File: src/rnp_pkg.sv
`timescale 1ns / 1ps
// rnp_pkg: shared types and constants of the radix number parser
// no dependencies; used by every other file of the block

package rnp_pkg;

  localparam int VALUE_WIDTH = 32;
  localparam int RADIX_W     = 5;
  localparam int CH_W        = 8;
  localparam int QUEUE_DEPTH = 2;
  localparam int QPTR_W      = $clog2(QUEUE_DEPTH);
  localparam int QCNT_W      = $clog2(QUEUE_DEPTH + 1);

  localparam logic [RADIX_W-1:0] RADIX_BIN   = 5'd2;
  localparam logic [RADIX_W-1:0] RADIX_OCT   = 5'd8;
  localparam logic [RADIX_W-1:0] RADIX_DEC   = 5'd10;
  localparam logic [RADIX_W-1:0] RADIX_HEX   = 5'd16;
  localparam logic [RADIX_W-1:0] RADIX_RESET = RADIX_DEC;

  localparam logic [CH_W-1:0] CH_SPACE   = 8'h20;
  localparam logic [CH_W-1:0] CH_TAB     = 8'h09;
  localparam logic [CH_W-1:0] CH_CR      = 8'h0D;
  localparam logic [CH_W-1:0] CH_PLUS    = 8'h2B;
  localparam logic [CH_W-1:0] CH_MINUS   = 8'h2D;
  localparam logic [CH_W-1:0] CH_ZERO    = 8'h30;
  localparam logic [CH_W-1:0] CH_NINE    = 8'h39;
  localparam logic [CH_W-1:0] CH_UP_A    = 8'h41;
  localparam logic [CH_W-1:0] CH_UP_B    = 8'h42;
  localparam logic [CH_W-1:0] CH_UP_F    = 8'h46;
  localparam logic [CH_W-1:0] CH_UP_X    = 8'h58;
  localparam logic [CH_W-1:0] CH_LO_A    = 8'h61;
  localparam logic [CH_W-1:0] CH_LO_B    = 8'h62;
  localparam logic [CH_W-1:0] CH_LO_F    = 8'h66;
  localparam logic [CH_W-1:0] CH_LO_X    = 8'h78;
  // offsets that map a letter onto its digit value (A -> 10)
  localparam logic [CH_W-1:0] UP_OFFSET  = CH_UP_A - 8'd10;
  localparam logic [CH_W-1:0] LO_OFFSET  = CH_LO_A - 8'd10;

  // classified character, as held in the queue between front and back
  typedef struct packed {
    logic       is_end;
    logic       blank;
    logic       is_hex;
    logic [3:0] digit;
    logic       minus;
    logic       plus;
    logic       zero;
    logic       letter_b;
    logic       letter_x;
  } cls_t;

endpackage

File: src/rnp_if.sv
`timescale 1ns / 1ps
// rnp_in_if, rnp_out_if: valid/ready channels of the radix number parser
// depends on rnp_pkg for field widths

interface rnp_in_if;
  logic                       valid;
  logic                       ready;
  logic [rnp_pkg::CH_W-1:0]   ch;
  logic                       is_end;

  modport source (output valid, ch, is_end, input ready);
  modport sink   (input valid, ch, is_end, output ready);
endinterface

interface rnp_out_if;
  logic                                valid;
  logic                                ready;
  logic signed [rnp_pkg::VALUE_WIDTH-1:0] value;
  logic                                is_valid;

  modport source (output valid, value, is_valid, input ready);
  modport sink   (input valid, value, is_valid, output ready);
endinterface

File: src/radix_number_parser_top.sv
`timescale 1ns / 1ps
// radix_number_parser_top: top level of the radix number parser
// depends on rnp_pkg, rnp_if, rnp_front and rnp_back

// Parses a number string that arrives one character per item on chars and
// is closed by an item with is_end set; only that end item gives a result
// on results (value and is_valid). Leading whitespace is skipped, radix 2
// and 16 need a 0b/0x prefix in either case, radix 8 a leading 0, radix 10
// takes an optional sign; any other radix gives value 0, is_valid 0. The
// radix register (reset 10) is written through radix_we/radix_wdata; the user
// must write it only while no string is in flight, as the block does not
// enforce this. Throughput is one item per cycle while the queue has room:
// the front end classifies each character as it is accepted and pushes it
// into a two-entry queue, and the back end takes one item per cycle from that
// queue unless an end item waits for room in the result register, doing one
// multiply-add by the radix and a phase update. The result of an end item is
// held in an output register, so chars keeps flowing while a result waits;
// chars stalls only when a second end item waits at the head of the queue
// behind a result not yet taken and the queue behind it has filled.

module radix_number_parser_top (
  input  logic                        clk,
  input  logic                        rst,
  input  logic                        radix_we,
  input  logic [rnp_pkg::RADIX_W-1:0] radix_wdata,
  rnp_in_if.sink                      chars,
  rnp_out_if.source                   results
);

  // queue head handed from front to back
  logic          q_valid;
  rnp_pkg::cls_t q_item;
  logic          q_take;

  // front: accept and classify, two-entry queue
  rnp_front u_front (
    .clk     (clk),
    .rst     (rst),
    .chars   (chars),
    .q_valid (q_valid),
    .q_item  (q_item),
    .q_take  (q_take)
  );

  // back: parse state, radix register, result register
  rnp_back u_back (
    .clk         (clk),
    .rst         (rst),
    .radix_we    (radix_we),
    .radix_wdata (radix_wdata),
    .q_valid     (q_valid),
    .q_item      (q_item),
    .q_take      (q_take),
    .results     (results)
  );

endmodule

File: src/rnp_front.sv
`timescale 1ns / 1ps
// rnp_front: accepts items, classifies each character, queues the result
// depends on rnp_pkg and rnp_in_if

module rnp_front (
  input  logic          clk,
  input  logic          rst,
  rnp_in_if.sink        chars,
  output logic          q_valid,
  output rnp_pkg::cls_t q_item,
  input  logic          q_take
);

  rnp_pkg::cls_t cls;
  rnp_pkg::cls_t queue [rnp_pkg::QUEUE_DEPTH];
  logic [rnp_pkg::QPTR_W-1:0] wr_ptr;
  logic [rnp_pkg::QPTR_W-1:0] rd_ptr;
  logic [rnp_pkg::QCNT_W-1:0] count;
  logic          push;
  logic [rnp_pkg::CH_W-1:0] up_val;
  logic [rnp_pkg::CH_W-1:0] lo_val;
  logic [rnp_pkg::CH_W-1:0] dec_val;

  // character classes that do not depend on the radix
  always_comb begin
    dec_val      = chars.ch - rnp_pkg::CH_ZERO;
    up_val       = chars.ch - rnp_pkg::UP_OFFSET;
    lo_val       = chars.ch - rnp_pkg::LO_OFFSET;
    cls          = '0;
    cls.is_end   = chars.is_end;
    cls.blank    = (chars.ch == rnp_pkg::CH_SPACE) ||
                   (chars.ch >= rnp_pkg::CH_TAB && chars.ch <= rnp_pkg::CH_CR);
    cls.minus    = (chars.ch == rnp_pkg::CH_MINUS);
    cls.plus     = (chars.ch == rnp_pkg::CH_PLUS);
    cls.zero     = (chars.ch == rnp_pkg::CH_ZERO);
    cls.letter_b = (chars.ch == rnp_pkg::CH_LO_B) || (chars.ch == rnp_pkg::CH_UP_B);
    cls.letter_x = (chars.ch == rnp_pkg::CH_LO_X) || (chars.ch == rnp_pkg::CH_UP_X);
    if (chars.ch >= rnp_pkg::CH_ZERO && chars.ch <= rnp_pkg::CH_NINE) begin
      cls.is_hex = 1'b1;
      cls.digit  = dec_val[3:0];
    end else if (chars.ch >= rnp_pkg::CH_UP_A && chars.ch <= rnp_pkg::CH_UP_F) begin
      cls.is_hex = 1'b1;
      cls.digit  = up_val[3:0];
    end else if (chars.ch >= rnp_pkg::CH_LO_A && chars.ch <= rnp_pkg::CH_LO_F) begin
      cls.is_hex = 1'b1;
      cls.digit  = lo_val[3:0];
    end
  end

  assign chars.ready = (count != rnp_pkg::QCNT_W'(rnp_pkg::QUEUE_DEPTH));
  assign push        = chars.valid && chars.ready;
  assign q_valid     = (count != '0);
  assign q_item      = queue[rd_ptr];

  always_ff @(posedge clk) begin
    if (push) begin
      queue[wr_ptr] <= cls;
    end
  end

  always_ff @(posedge clk) begin
    if (rst) begin
      wr_ptr <= '0;
      rd_ptr <= '0;
      count  <= '0;
    end else begin
      if (push) begin
        wr_ptr <= (wr_ptr == rnp_pkg::QPTR_W'(rnp_pkg::QUEUE_DEPTH - 1)) ?
                  '0 : wr_ptr + rnp_pkg::QPTR_W'(1);
      end
      if (q_take) begin
        rd_ptr <= (rd_ptr == rnp_pkg::QPTR_W'(rnp_pkg::QUEUE_DEPTH - 1)) ?
                  '0 : rd_ptr + rnp_pkg::QPTR_W'(1);
      end
      if (push && !q_take) begin
        count <= count + rnp_pkg::QCNT_W'(1);
      end else if (!push && q_take) begin
        count <= count - rnp_pkg::QCNT_W'(1);
      end
    end
  end

endmodule

File: src/rnp_back.sv
`timescale 1ns / 1ps
// rnp_back: runs the parse state per classified item, holds the radix register
// and the result register; depends on rnp_pkg and rnp_out_if

module rnp_back (
  input  logic                        clk,
  input  logic                        rst,
  input  logic                        radix_we,
  input  logic [rnp_pkg::RADIX_W-1:0] radix_wdata,
  input  logic                        q_valid,
  input  rnp_pkg::cls_t               q_item,
  output logic                        q_take,
  rnp_out_if.source                   results
);

  localparam logic [2:0] PH_SPACE  = 3'd0;
  localparam logic [2:0] PH_PREFIX = 3'd1;
  localparam logic [2:0] PH_DIGITS = 3'd2;
  localparam logic [2:0] PH_AFTER  = 3'd3;
  localparam logic [2:0] PH_FAIL   = 3'd4;

  logic [rnp_pkg::RADIX_W-1:0]     radix;
  logic [2:0]                      phase;
  logic [2:0]                      phase_next;
  logic [rnp_pkg::VALUE_WIDTH-1:0] accum;
  logic [rnp_pkg::VALUE_WIDTH-1:0] accum_next;
  logic [rnp_pkg::VALUE_WIDTH-1:0] mac;
  logic                            negative;
  logic                            negative_next;
  logic                            seen_digit;
  logic                            seen_digit_next;
  logic                            trailing_junk;
  logic                            trailing_junk_next;
  logic                            digit_ok;
  logic                            out_valid;
  logic [rnp_pkg::VALUE_WIDTH-1:0] out_value;
  logic                            out_ok;

  assign digit_ok = q_item.is_hex && ({1'b0, q_item.digit} < radix);
  assign mac      = accum * rnp_pkg::VALUE_WIDTH'(radix)
                  + rnp_pkg::VALUE_WIDTH'(q_item.digit);

  // an end item waits for room in the result register
  assign q_take = q_valid && (!q_item.is_end || !out_valid || results.ready);

  always_comb begin
    phase_next         = phase;
    accum_next         = accum;
    negative_next      = negative;
    seen_digit_next    = seen_digit;
    trailing_junk_next = trailing_junk;
    case (phase)
      PH_SPACE: begin
        if (!q_item.blank) begin
          if (radix == rnp_pkg::RADIX_DEC) begin
            phase_next = PH_DIGITS;
            if (q_item.minus || q_item.plus) begin
              negative_next = q_item.minus;
            end else if (digit_ok) begin
              accum_next      = mac;
              seen_digit_next = 1'b1;
            end else begin
              trailing_junk_next = 1'b1;
              phase_next         = PH_AFTER;
            end
          end else if (radix == rnp_pkg::RADIX_BIN || radix == rnp_pkg::RADIX_HEX) begin
            phase_next = q_item.zero ? PH_PREFIX : PH_FAIL;
          end else if (radix == rnp_pkg::RADIX_OCT) begin
            phase_next = q_item.zero ? PH_DIGITS : PH_FAIL;
          end else begin
            phase_next = PH_FAIL;
          end
        end
      end
      PH_PREFIX: begin
        if ((radix == rnp_pkg::RADIX_BIN && q_item.letter_b) ||
            (radix == rnp_pkg::RADIX_HEX && q_item.letter_x)) begin
          phase_next = PH_DIGITS;
        end else begin
          phase_next = PH_FAIL;
        end
      end
      PH_DIGITS: begin
        if (digit_ok) begin
          accum_next      = mac;
          seen_digit_next = 1'b1;
        end else begin
          trailing_junk_next = 1'b1;
          phase_next         = PH_AFTER;
        end
      end
      PH_AFTER: begin
        phase_next = PH_AFTER;
      end
      default: begin
        phase_next = PH_FAIL;
      end
    endcase
  end

  always_ff @(posedge clk) begin
    if (rst) begin
      radix <= rnp_pkg::RADIX_RESET;
    end else if (radix_we) begin
      radix <= radix_wdata;
    end
  end

  always_ff @(posedge clk) begin
    if (rst) begin
      phase         <= PH_SPACE;
      accum         <= '0;
      negative      <= 1'b0;
      seen_digit    <= 1'b0;
      trailing_junk <= 1'b0;
    end else if (q_take) begin
      if (q_item.is_end) begin
        phase         <= PH_SPACE;
        accum         <= '0;
        negative      <= 1'b0;
        seen_digit    <= 1'b0;
        trailing_junk <= 1'b0;
      end else begin
        phase         <= phase_next;
        accum         <= accum_next;
        negative      <= negative_next;
        seen_digit    <= seen_digit_next;
        trailing_junk <= trailing_junk_next;
      end
    end
  end

  always_ff @(posedge clk) begin
    if (rst) begin
      out_valid <= 1'b0;
    end else if (q_take && q_item.is_end) begin
      out_valid <= 1'b1;
    end else if (results.ready) begin
      out_valid <= 1'b0;
    end
  end

  always_ff @(posedge clk) begin
    if (q_take && q_item.is_end) begin
      if (phase == PH_DIGITS || phase == PH_AFTER) begin
        out_value <= negative ? (-accum) : accum;
        out_ok    <= seen_digit && !trailing_junk;
      end else begin
        out_value <= '0;
        out_ok    <= 1'b0;
      end
    end
  end

  assign results.valid    = out_valid;
  assign results.value    = out_value;
  assign results.is_valid = out_ok;

endmodule

File: src/flat_wrapper.sv
// flat-port wrapper written by rule: the top's interface ports become plain ports
module radix_number_parser_top_flat 
  (clk, rst, radix_we, radix_wdata, chars_valid, chars_ch, chars_is_end, chars_ready, results_valid, results_value, results_is_valid, results_ready);
  rnp_in_if chars_i ();
  rnp_out_if results_i ();
  input  logic clk;
  input  logic rst;
  input  logic radix_we;
  input  logic [rnp_pkg::RADIX_W-1:0] radix_wdata;
  input wire logic [$bits(chars_i.valid)-1:0] chars_valid;
  input wire logic [$bits(chars_i.ch)-1:0] chars_ch;
  input wire logic [$bits(chars_i.is_end)-1:0] chars_is_end;
  output wire logic [$bits(chars_i.ready)-1:0] chars_ready;
  output wire logic [$bits(results_i.valid)-1:0] results_valid;
  output wire logic [$bits(results_i.value)-1:0] results_value;
  output wire logic [$bits(results_i.is_valid)-1:0] results_is_valid;
  input wire logic [$bits(results_i.ready)-1:0] results_ready;
  assign chars_i.valid = chars_valid;
  assign chars_i.ch = chars_ch;
  assign chars_i.is_end = chars_is_end;
  assign chars_ready = chars_i.ready;
  assign results_valid = results_i.valid;
  assign results_value = results_i.value;
  assign results_is_valid = results_i.is_valid;
  assign results_i.ready = results_ready;
  radix_number_parser_top u_core (.clk(clk), .rst(rst), .radix_we(radix_we), .radix_wdata(radix_wdata), .chars(chars_i), .results(results_i));
endmodule
File: config.mk
export PLATFORM = sky130hd
export DESIGN_NAME = radix_number_parser_top_flat
export DESIGN_NICKNAME = d
export VERILOG_FILES = /design/src/rnp_pkg.sv /design/src/rnp_if.sv /design/src/radix_number_parser_top.sv /design/src/rnp_front.sv /design/src/rnp_back.sv /design/src/flat_wrapper.sv
export SDC_FILE = /design/constraint.sdc
export NUM_CORES = 1
export LEC_CHECK = 0
export BUFFER_PORTS_ARGS = -buffer_cell sky130_fd_sc_hd__clkbuf_2
export CORE_MARGIN = 2
export CORE_UTILIZATION = 45
export DETAILED_ROUTE_END_ITERATION = 10
export SYNTH_ARGS = -nofsm -noshare
export SYNTH_HDL_FRONTEND = slang
export SYNTH_SLANG_ARGS = --single-unit
File: constraint.sdc
create_clock -name clk -period 4.75 [get_ports clk]
set_clock_uncertainty 0.1 [all_clocks]
set_input_delay 0.7125 -clock clk [delete_from_list [all_inputs] [get_ports clk]]
set_output_delay 0.7125 -clock clk [all_outputs]
set_load 0.02 [all_outputs]
==> results.cfg, run 1 <==
[routing]
drc_errors = 0
num_vias = 7674
ant_nets = 0
dr.pass1.iters = 5
viasPerCell = 5.18
avgRoutedWirePerCell_um = 16.5
drt_iter0_drc = 431
wl_um = 24400

[logic_synthesis]
synthesis.nets = 1288
synth-main-ff-cell = edfxtp_1
async_flop_share_pct = 0
syn_avg_cell_area_um2 = 9.17
ys_ff_latch = 106
synth_warnings = 0
ys_types = 81
yosysSeqAreaShare_pct = 26.4
synth_area_um2 = 10200
synth_edf_count = 57
postSynthCellCount = 1111

[cts]
cts_tree = done
cts_root_buffer = clkbuf_16
clk_latency_ps = 360
clk_pin_slew_ps = 80
cts_max_path_buffers = 2
htree_levels = 3
numCtsBuffers = 9
holdBufCountCts = 0
cts.sinks = 106

[layout]
instances_no_fill = 1481
final_common_cell = inv_1
register_area_um2 = 2720
fill_cells = 2085
fin_area_um2 = 11700
multi_input_area_um2 = 6780
final_cell_mix = inv_1 (168), and2_1 (126), nor2_1 (90)
final_nets = 1367
layout-drive-gt1-share_pct = 18.8
syn_to_final_growth_pct = 14.8

[grt]
global_route.usage.met3_pct = 2.80
antenna_found_initial = 0
grt_max_degree = 38
grt_pass1_wl_um = 39700
track_usage_pct = 20.9
grt_busiest_layer = met2
grt-ovfl-total = 0
grtUsageMet1_pct = 28.9
grt_pass1_vias = 7768
met2_usage_pct = 35.1

[die]
io_pins = 54
start_util_pct = 45.4
dieArea_um2 = 23900
die_x_um = 154
rows = 55
coreArea_um2 = 22400
die_y_um = 154

[pwr]
p_sw_mw = 0.999
pwr-share-comb_pct = 27.5
peakVddDrop_mv = 0.173
p_int_mw = 1.76
netSwitchingFraction_pct = 36.2
powerDensity_nw_per_um2 = 236
total_power_mw = 2.76
clkPwrFrac_pct = 29.2
cellLeakagePower_nw = 5.34
p_seq_share_pct = 43.2

[place]
port_buffers = 53
place_area_um2 = 11100
dp_cells = 1459
detailedPlace.worstSlack_ps = -86.9
dp_hpwl_um = 18600
place_congestion = 0.853

[critical_path]
start_kind = flip-flop
crit_fanout = 3
required_ps = 4950
cp_data_arrival_time_ps = 4790
worst-setup-path-type = flip-flop to flip-flop
end_kind = flip-flop

[sta]
finalWorstSetupSlack_ps = 161
finalCriticalPeriod_ps = 4590
max-slew-margin-rel_pct = 30.5
setup_viol_count_final = 0
rsz0062_at_grt = yes
final-hold-violation-count = 0
timing.hold.ws_ps = 388
finalMaxSlewViolations = 0
worst_pin_slew_ps = 1040
max_freq_mhz = 218
period_share_pct = 96.6

[run]
drv_cap = 0

[run_status]
status = complete, no violations

[hold_path]
hp-class = flip-flop to flip-flop
cell families after synthesis:
family          synth area share [%]
compound gates                  11.2
xor+xnor                        5.50
fa+ha+maj                       25.7
buf+inv                         9.80
flops                           26.4
mux                             1.76
simple gates                    19.5
metal layers:
| metal | share of wire, % | wire length, um |
|---|---|---|
| met1 | 48 | 11600 |
| met2 | 47 | 11500 |
| met3 | 3.8 | 918 |
| met4 | 1.3 | 321 |
| met5 | 0 | 0 |
synth_stat cells (all sizes together), types with 13 or more instances:
cell type | number | share of area (%)
inv | 169 | 6.2
and2 | 134 | 8.3
nor2 | 93 | 3.5
fa | 86 | 17
ha | 72 | 8.8
nand2 | 58 | 2.1
edfxtp | 57 | 17
dfxtp | 49 | 9.6
clkbuf | 46 | 2.1
o21ai | 42 | 2.1
xor2 | 42 | 3.6
a21oi | 31 | 1.6
xnor2 | 22 | 1.9
a22oi | 16 | 1.2
o31ai | 15 | 1.1
buf | 14 | 1.1
nor3 | 13 | 0.80
layout make-up:
cell class	instances	area share, %
Multi-Input combinational cell	775	58.0
Sequential cell	106	23.2
Timing Repair Buffer	129	7.64
Inverter	169	5.42
Tap cell	285	3.05
Clock buffer	9	1.93
Clock inverter	7	0.717
Antenna cell	1	0.0214
power groups by stage:
stage | logic, mW | registers [mW] | clock network [mW]
6_report | 0.760 | 1.19 | 0.807
5_1_grt | 0.834 | 1.21 | 0.858
4_1_cts | 0.762 | 1.20 | 0.824
3_5_place_dp | 0.757 | 1.21 | 0
3_3_place_gp | 0.751 | 1.21 | 0
2_1_floorplan | 0.418 | 1.30 | 0
registers in the layout, indices dropped and copies added (netlist names), named ones only:
register / cells
u_core.u_back.trailing_junk: 1
u_core.u_front.count: 2
u_core.u_back.radix: 5
u_core.u_front.queue: 24
u_core.u_back.results.is_valid: 1
u_core.u_back.results.value: 32
u_core.u_front.wr_ptr: 1
u_core.u_back.accum: 32
u_core.u_front.rd_ptr: 1
u_core.u_back.results.valid: 1
u_core.u_back.seen_digit: 1
u_core.u_back.phase: 3
u_core.u_back.negative: 1
worst max-delay path, cell delays in order, from the launching register on:
cell,delay (ps)
dfxtp_4,370
buf_4,140
and2_2,170
fa_1,430
fa_1,510
inv_1,50
fa_1,530
inv_1,50
ha_1,300
o21a_1,200
o31ai_4,120
a2111oi_4,390
buf_4,160
o211ai_1,130
a31oi_2,190
o41a_1,230
o211ai_1,130
a211o_1,270
nand3_1,70
path summary, 6_finish.rpt:
path | startpoint | end | slack, ps | depth (start not counted)
worst max register to register | u_core.u_back.radix[2]$_SDFFE_PP0P_ | u_core.u_back.accum[28]$_SDFFE_PP0P_ | 160 | 18
worst min register to register | u_core.u_back.seen_digit$_SDFFE_PP0P_ | u_core.u_back.seen_digit$_SDFFE_PP0P_ | 390 | 2
worst max-delay path | u_core.u_back.radix[2]$_SDFFE_PP0P_ | u_core.u_back.accum[28]$_SDFFE_PP0P_ | 160 | 18
worst min-delay path | u_core.u_back.seen_digit$_SDFFE_PP0P_ | u_core.u_back.seen_digit$_SDFFE_PP0P_ | 390 | 2
repair_timing:
| action | CTS | global route |
|---|---|---|
| hold endpoints to repair | 0 | 0 |
| buffers inserted | 0 | 5 |
| pin swaps | 0 | 32 |
| endpoints found under the setup margin | 5 | 12 |
| resized for setup | 6 | 62 |
through the flow:
step / setup TNS, ps / util [%]
final: 0 / 52.1
after global routing: -110 / 52.1
after CTS: 0 / 50.8
after detailed placement: -202 / 49.3
after global placement: -79.0 / 49.3
after floorplan: 0 / -
(Power assumes the default switching activity.)
==> run 2, diff against run 1 <==
- SLEW_MARGIN: not set -> 20
- clock period: 4.75 -> 5.05 ns (I/O delays scaled with it)
==> run 2 against run 1 <==
Against the previous run: first-iteration DRC count shrank 12%; hold slack got worse by 6.1 ps; flip-flop and latch count unchanged; cell count fell by 3.1%; critical endpoint is now u_core.u_back.accum[25]$_SDFFE_PP0P_; largest power group unchanged.
==> results.cfg, run 2 (synthesized netlist as in run 1, its figures left out) <==
[critical_path]
critPathMaxStageDelay_ps = 550
end_kind = flip-flop
crit_fanout = 8
worst-setup-path-type = flip-flop to flip-flop
path_cells = and2_1, fa_1, fa_1, inv_1, fa_1, inv_1, ha_1, and3_1, a221o_1, a21oi_1, a21oi_1, or2_2, a221o_1, a21oi_1, xor2_1, o21ai_0
crit_slowest_cell = fa_1
critPathTopFamily = adder cells
required_ps = 5180
start_kind = flip-flop
worst-path-buf-inv = 2
cp_data_arrival_time_ps = 4960

[routing]
ant_nets = 0
drc_errors = 0
num_vias = 7533
viasPerCell = 5.25
drt_iter0_drc = 381
avgRoutedWirePerCell_um = 16.5
dr.pass1.iters = 4
wl_um = 23700

[run]
drv_cap = 0

[sta]
finalCriticalPeriod_ps = 4830
tns_ps = 0
setup_viol_count_final = 0
finalMaxSlewViolations = 0
max_freq_mhz = 207
rsz0062_at_grt = no
max-slew-margin-rel_pct = 31.6
worst_pin_slew_ps = 1030
final-hold-violation-count = 0
period_share_pct = 95.6

[layout]
layout-drive-gt1-share_pct = 12.4
final_nets = 1322
fin_util_pct = 49.2
syn_to_final_growth_pct = 8.24
final_common_cell = inv_1
fill_cells = 2124
final_cell_mix = inv_1 (169), and2_1 (128), nor2_1 (91)
diodes = 0

[grt]
grt_pass1_vias = 7646
antenna_found_initial = 0
grt-ovfl-total = 0
track_usage_pct = 21.0
grt_pass1_wl_um = 39900
grt_max_degree = 38

[place]
port_buffers = 53
place_congestion = 0.896
dp_hpwl_um = 18100

[cts]
clk_latency_ps = 370
cts_setup_buffers = 0
cts_tree = done
htree_levels = 3
cts.sinks = 106
numCtsBuffers = 9
cts_max_path_buffers = 2
cts_root_buffer = clkbuf_16
clk_pin_slew_ps = 90

[pwr]
pwr-share-comb_pct = 26.7
p_seq_share_pct = 44.2
p_int_mw = 1.63
netSwitchingFraction_pct = 36.2
cellLeakagePower_nw = 5.13
powerDensity_nw_per_um2 = 232
peakVddDrop_mv = 0.161
p_sw_mw = 0.926
clkPwrFrac_pct = 29.1

[die]
dieArea_um2 = 23900
die_x_um = 154
die_y_um = 154
coreArea_um2 = 22400
rows = 55
start_util_pct = 45.4
io_pins = 54

[hold_path]
hp-class = flip-flop to flip-flop

[run_status]
status = complete, no violations
-- run 2: changes by cell type in the layout (fill, tap and decap cells not counted), sizes merged --
cell	previous run	this run
buf	76	31
clkinvlp	0	1
diode	1	0
inv	174	173
-- run 2: area by class of cell --
type,instances,area [um^2],share of cell area (%)
Clock inverter,7,75.1,0.681
Timing Repair Buffer,84,510,4.63
Sequential cell,106,2710,24.6
Tap cell,285,357,3.23
Inverter,169,634,5.75
Multi-Input combinational cell,775,6520,59.1
Clock buffer,9,225,2.04
-- run 2: metrics by stage --
step	setup WS [ps]	hold slack [ps]	instance area (um^2)	cells	total power, mW
2_1_floorplan	8.77	342	10200	1111	1.62
3_3_place_gp	164	361	10700	1419	1.83
3_5_place_dp	84.7	369	10700	1419	1.84
4_1_cts	35.4	381	11000	1435	2.58
5_1_grt	4.09	420	11000	1435	2.70
6_report	221	382	11000	1435	2.56
-- run 2: metal layers --
layer / routed length [um] / track usage, % / vias to the layer above
met5: 0 / 0 / -
met4: 434 / 5.95 / 0
met3: 855 / 2.47 / 26
met2: 11100 / 34.6 / 159
met1: 11300 / 29.2 / 3652
li1: - / - / 3696
-- run 2: path summary, 6_finish.rpt --
check,from,endpoint,slack (ps),depth (start not counted)
hold / removal,u_core.u_back.seen_digit$_SDFFE_PP0P_,u_core.u_back.seen_digit$_SDFFE_PP0P_,380,2
setup / recovery,u_core.u_back.accum[5]$_SDFFE_PP0P_,u_core.u_back.accum[25]$_SDFFE_PP0P_,220,16
setup reg to reg,u_core.u_back.accum[5]$_SDFFE_PP0P_,u_core.u_back.accum[25]$_SDFFE_PP0P_,220,16
hold reg to reg,u_core.u_back.seen_digit$_SDFFE_PP0P_,u_core.u_back.seen_digit$_SDFFE_PP0P_,380,2
-- run 2: worst min-delay path: stages, from the launching register on --
cell      delay (ps)
dfxtp_1          310
inv_1             60
a21boi_0          70
-- run 2: timing repair --
item,in CTS,in global routing
setup endpoints to repair,0,11
hold buffers,0,0
resized for setup,0,14
-- run 2: power by group through the flow --
stage / logic, mW / registers (mW) / clock network, mW
6_report: 0.684 / 1.13 / 0.744
5_1_grt: 0.758 / 1.15 / 0.791
4_1_cts: 0.692 / 1.13 / 0.758
3_5_place_dp: 0.688 / 1.15 / 0
3_3_place_gp: 0.687 / 1.15 / 0
2_1_floorplan: 0.392 / 1.23 / 0
==> run 3, diff against run 2 <==
- ABC_AREA: not set -> 1
- PLACE_DENSITY: not set -> 0.63
==> run 3 against run 2 <==
Against the previous run: power is 22% higher; synthesized cell count is 49% higher; maximum frequency is 11% higher; first-iteration DRC count is 34% higher; final area is 9.2% higher; sequential share of layout area is 2.2 points lower; register-to-register slack better by 470 ps; hold slack worse by 19 ps.
==> results.cfg, run 3 <==
[die]
io_pins = 54
die_x_um = 162
die_y_um = 162
start_util_pct = 46.0
coreArea_um2 = 24400
dieArea_um2 = 26200
rows = 57

[logic_synthesis]
synth_commonest_cells = nand2_1 (469), inv_1 (422), nor2_1 (101)
synth_area_um2 = 11200
ys_ff_latch = 106
ys_types = 45
synth_warnings = 0
async_flop_share_pct = 0
synthesis.nets = 1837
syn_avg_cell_area_um2 = 6.76
synth.top_cells.by_area = nand2_1 (16%), fa_1 (15%), edfxtp_1 (15%), inv_1 (14%), dfxtp_1 (8.7%)
yosysMostFrequentCell = nand2_1
yosysTopAreaCellShare_pct = 15.7
yosysSeqAreaShare_pct = 24.0
synth-main-ff-cell = edfxtp_1
yosysTopAreaCell = nand2_1
synth_edf_count = 57
postSynthCellCount = 1660

[routing]
viasPerCell = 4.94
ant_nets = 0
drc_errors = 0
drt_iter0_drc = 509
avgRoutedWirePerCell_um = 14.4
num_vias = 9872
wl_um = 28900
dr.pass1.iters = 5

[layout]
syn_to_final_growth_pct = 7.30
final_nets = 1848
diodes = 0
final_common_cell = nand2_1
instances_no_fill = 2000
layout-drive-gt1-share_pct = 6.03
final_cell_mix = nand2_1 (469), inv_1 (421), a21oi_1 (100), nor2_1 (100), fa_1 (86)

[grt]
grt_max_degree = 40
grt-ovfl-total = 0
track_usage_pct = 22.8
antenna_found_initial = 0
grt_pass1_vias = 9845
grt_pass1_wl_um = 48100

[cts]
cts.sinks = 106
cts_max_path_buffers = 2
htree_levels = 3
numCtsBuffers = 9
clk_pin_slew_ps = 80
cts_setup_buffers = 0
clk_latency_ps = 360
holdBufCountCts = 0
cts_tree = done
cts_resized = 0
cts_root_buffer = clkbuf_16

[critical_path]
worst-setup-path-type = flip-flop to flip-flop
crit_fanout = 20
start_kind = flip-flop
cp_data_arrival_time_ps = 4550
required_ps = 5240
startpoint = u_core.u_back.radix[4]$_SDFFE_PP0P_
crit_end = u_core.u_back.accum[17]$_SDFFE_PP0P_
reg2reg_depth = 17
worstReg2RegStart = u_core.u_back.radix[4]$_SDFFE_PP0P_
r2r-end = u_core.u_back.accum[17]$_SDFFE_PP0P_
end_kind = flip-flop
reg2reg_slack_ps = 690

[sta]
final-hold-violation-count = 0
setup_viol_count_final = 0
max_freq_mhz = 229
finalMaxSlewViolations = 0
max-slew-margin-rel_pct = 31.6
rsz0062_at_grt = no
finalCriticalPeriod_ps = 4360
tns_ps = 0
period_share_pct = 86.4
worst_pin_slew_ps = 1020

[place]
place_congestion = 0.960
dp_hpwl_um = 22500
dp_cells = 1984
port_buffers = 53

[pwr]
cellLeakagePower_nw = 7.03
peakVddDrop_mv = 0.237
powerDensity_nw_per_um2 = 260

[hold_path]
whs_path_depth = 1
hp-class = flip-flop to flip-flop

[run_status]
status = complete, no violations

[run]
drv_cap = 0
run 3: changes by cell type in the layout (fill, tap and decap cells not counted), sizes merged, moves of 19 or more:
cell / previous run / this run
and2: 134 / 4
nand3: 8 / 81
inv: 173 / 430
nand2: 58 / 472
buf: 31 / 12
xor2: 42 / 15
xnor2: 22 / 2
a21oi: 31 / 101
run 3: metrics by stage:
step           setup slack (ps)  hold WS (ps)  power (mW)  instance area, um^2  utilization [%]
5_1_grt                     403           390        3.35                12000             49.4
3_5_place_dp                740           347        2.40                11700             48.1
4_1_cts                     710           361        3.16                12000             49.4
3_3_place_gp                752           332        2.37                11700             48.1
6_report                    688           364        3.13                12000             49.4
2_1_floorplan               864           326        2.06                11200                -
run 3: cell families after synthesis:
group / count (synthesis) / synth area share [%]
simple gates: 718 / 26.5
buf+inv: 492 / 16.8
compound gates: 169 / 8.03
fa+ha+maj: 158 / 23.4
flops: 106 / 24.0
xor+xnor: 17 / 1.33
run 3: where the power goes:
part	switching, mW	total [mW]	internal [mW]
Combinational	0.859	1.21	0.349
Sequential	0.0751	1.17	1.09
Clock	0.362	0.760	0.398
Total	1.30	3.13	1.84
run 3: critical path, cell delays in order, from the launching register on:
cell and delay [ps]:
dfxtp_1 500, buf_4 330, nand2_1 80, inv_1 80
fa_1 430, fa_1 560, inv_1 60, fa_1 520
inv_1 50, ha_1 390, nand2_1 150, nor2_1 270
and2_1 190, nand2_1 60, nand3_1 100, xor2_1 180
nand2_1 70, a21oi_1 150
run 3: layer usage:
| metal | global-route usage [%] | vias to the layer above | part of all wire (%) |
|---|---|---|---|
| li1 | - | 5003 | - |
| met1 | 27.4 | 4626 | 43 |
| met2 | 42.4 | 199 | 51 |
| met3 | 3.09 | 44 | 3.7 |
| met4 | 6.72 | 0 | 2.4 |
| met5 | 0 | - | 0 |
run 3: worst min path at each step:
| stage | slack (ps) | startpoint | endpoint |
|---|---|---|---|
| 2_1_floorplan | 330 | u_core.u_front.rd_ptr$_SDFFE_PP0P_ | flip-flop |
| 3_3_place_gp | 330 | u_core.u_front.rd_ptr$_SDFFE_PP0P_ | flip-flop |
| 3_5_place_dp | 350 | u_core.u_front.rd_ptr$_SDFFE_PP0P_ | flip-flop |
| 4_1_cts | 360 | u_core.u_front.rd_ptr$_SDFFE_PP0P_ | flip-flop |
| 5_1_grt | 390 | u_core.u_front.rd_ptr$_SDFFE_PP0P_ | u_core.u_front.rd_ptr$_SDFFE_PP0P_ |
| 6_report | 360 | u_core.u_front.rd_ptr$_SDFFE_PP0P_ | u_core.u_front.rd_ptr$_SDFFE_PP0P_ |
run 3: area by class of cell:
cell class / instances / area [um^2]
fill: 2475 / 12300
multi-input combinational: 1062 / 6650
sequential: 106 / 2690
inverter: 427 / 1600
tap: 324 / 405
timing repair buffer: 65 / 380
clock buffer: 10 / 229
clock inverter: 6 / 80.1
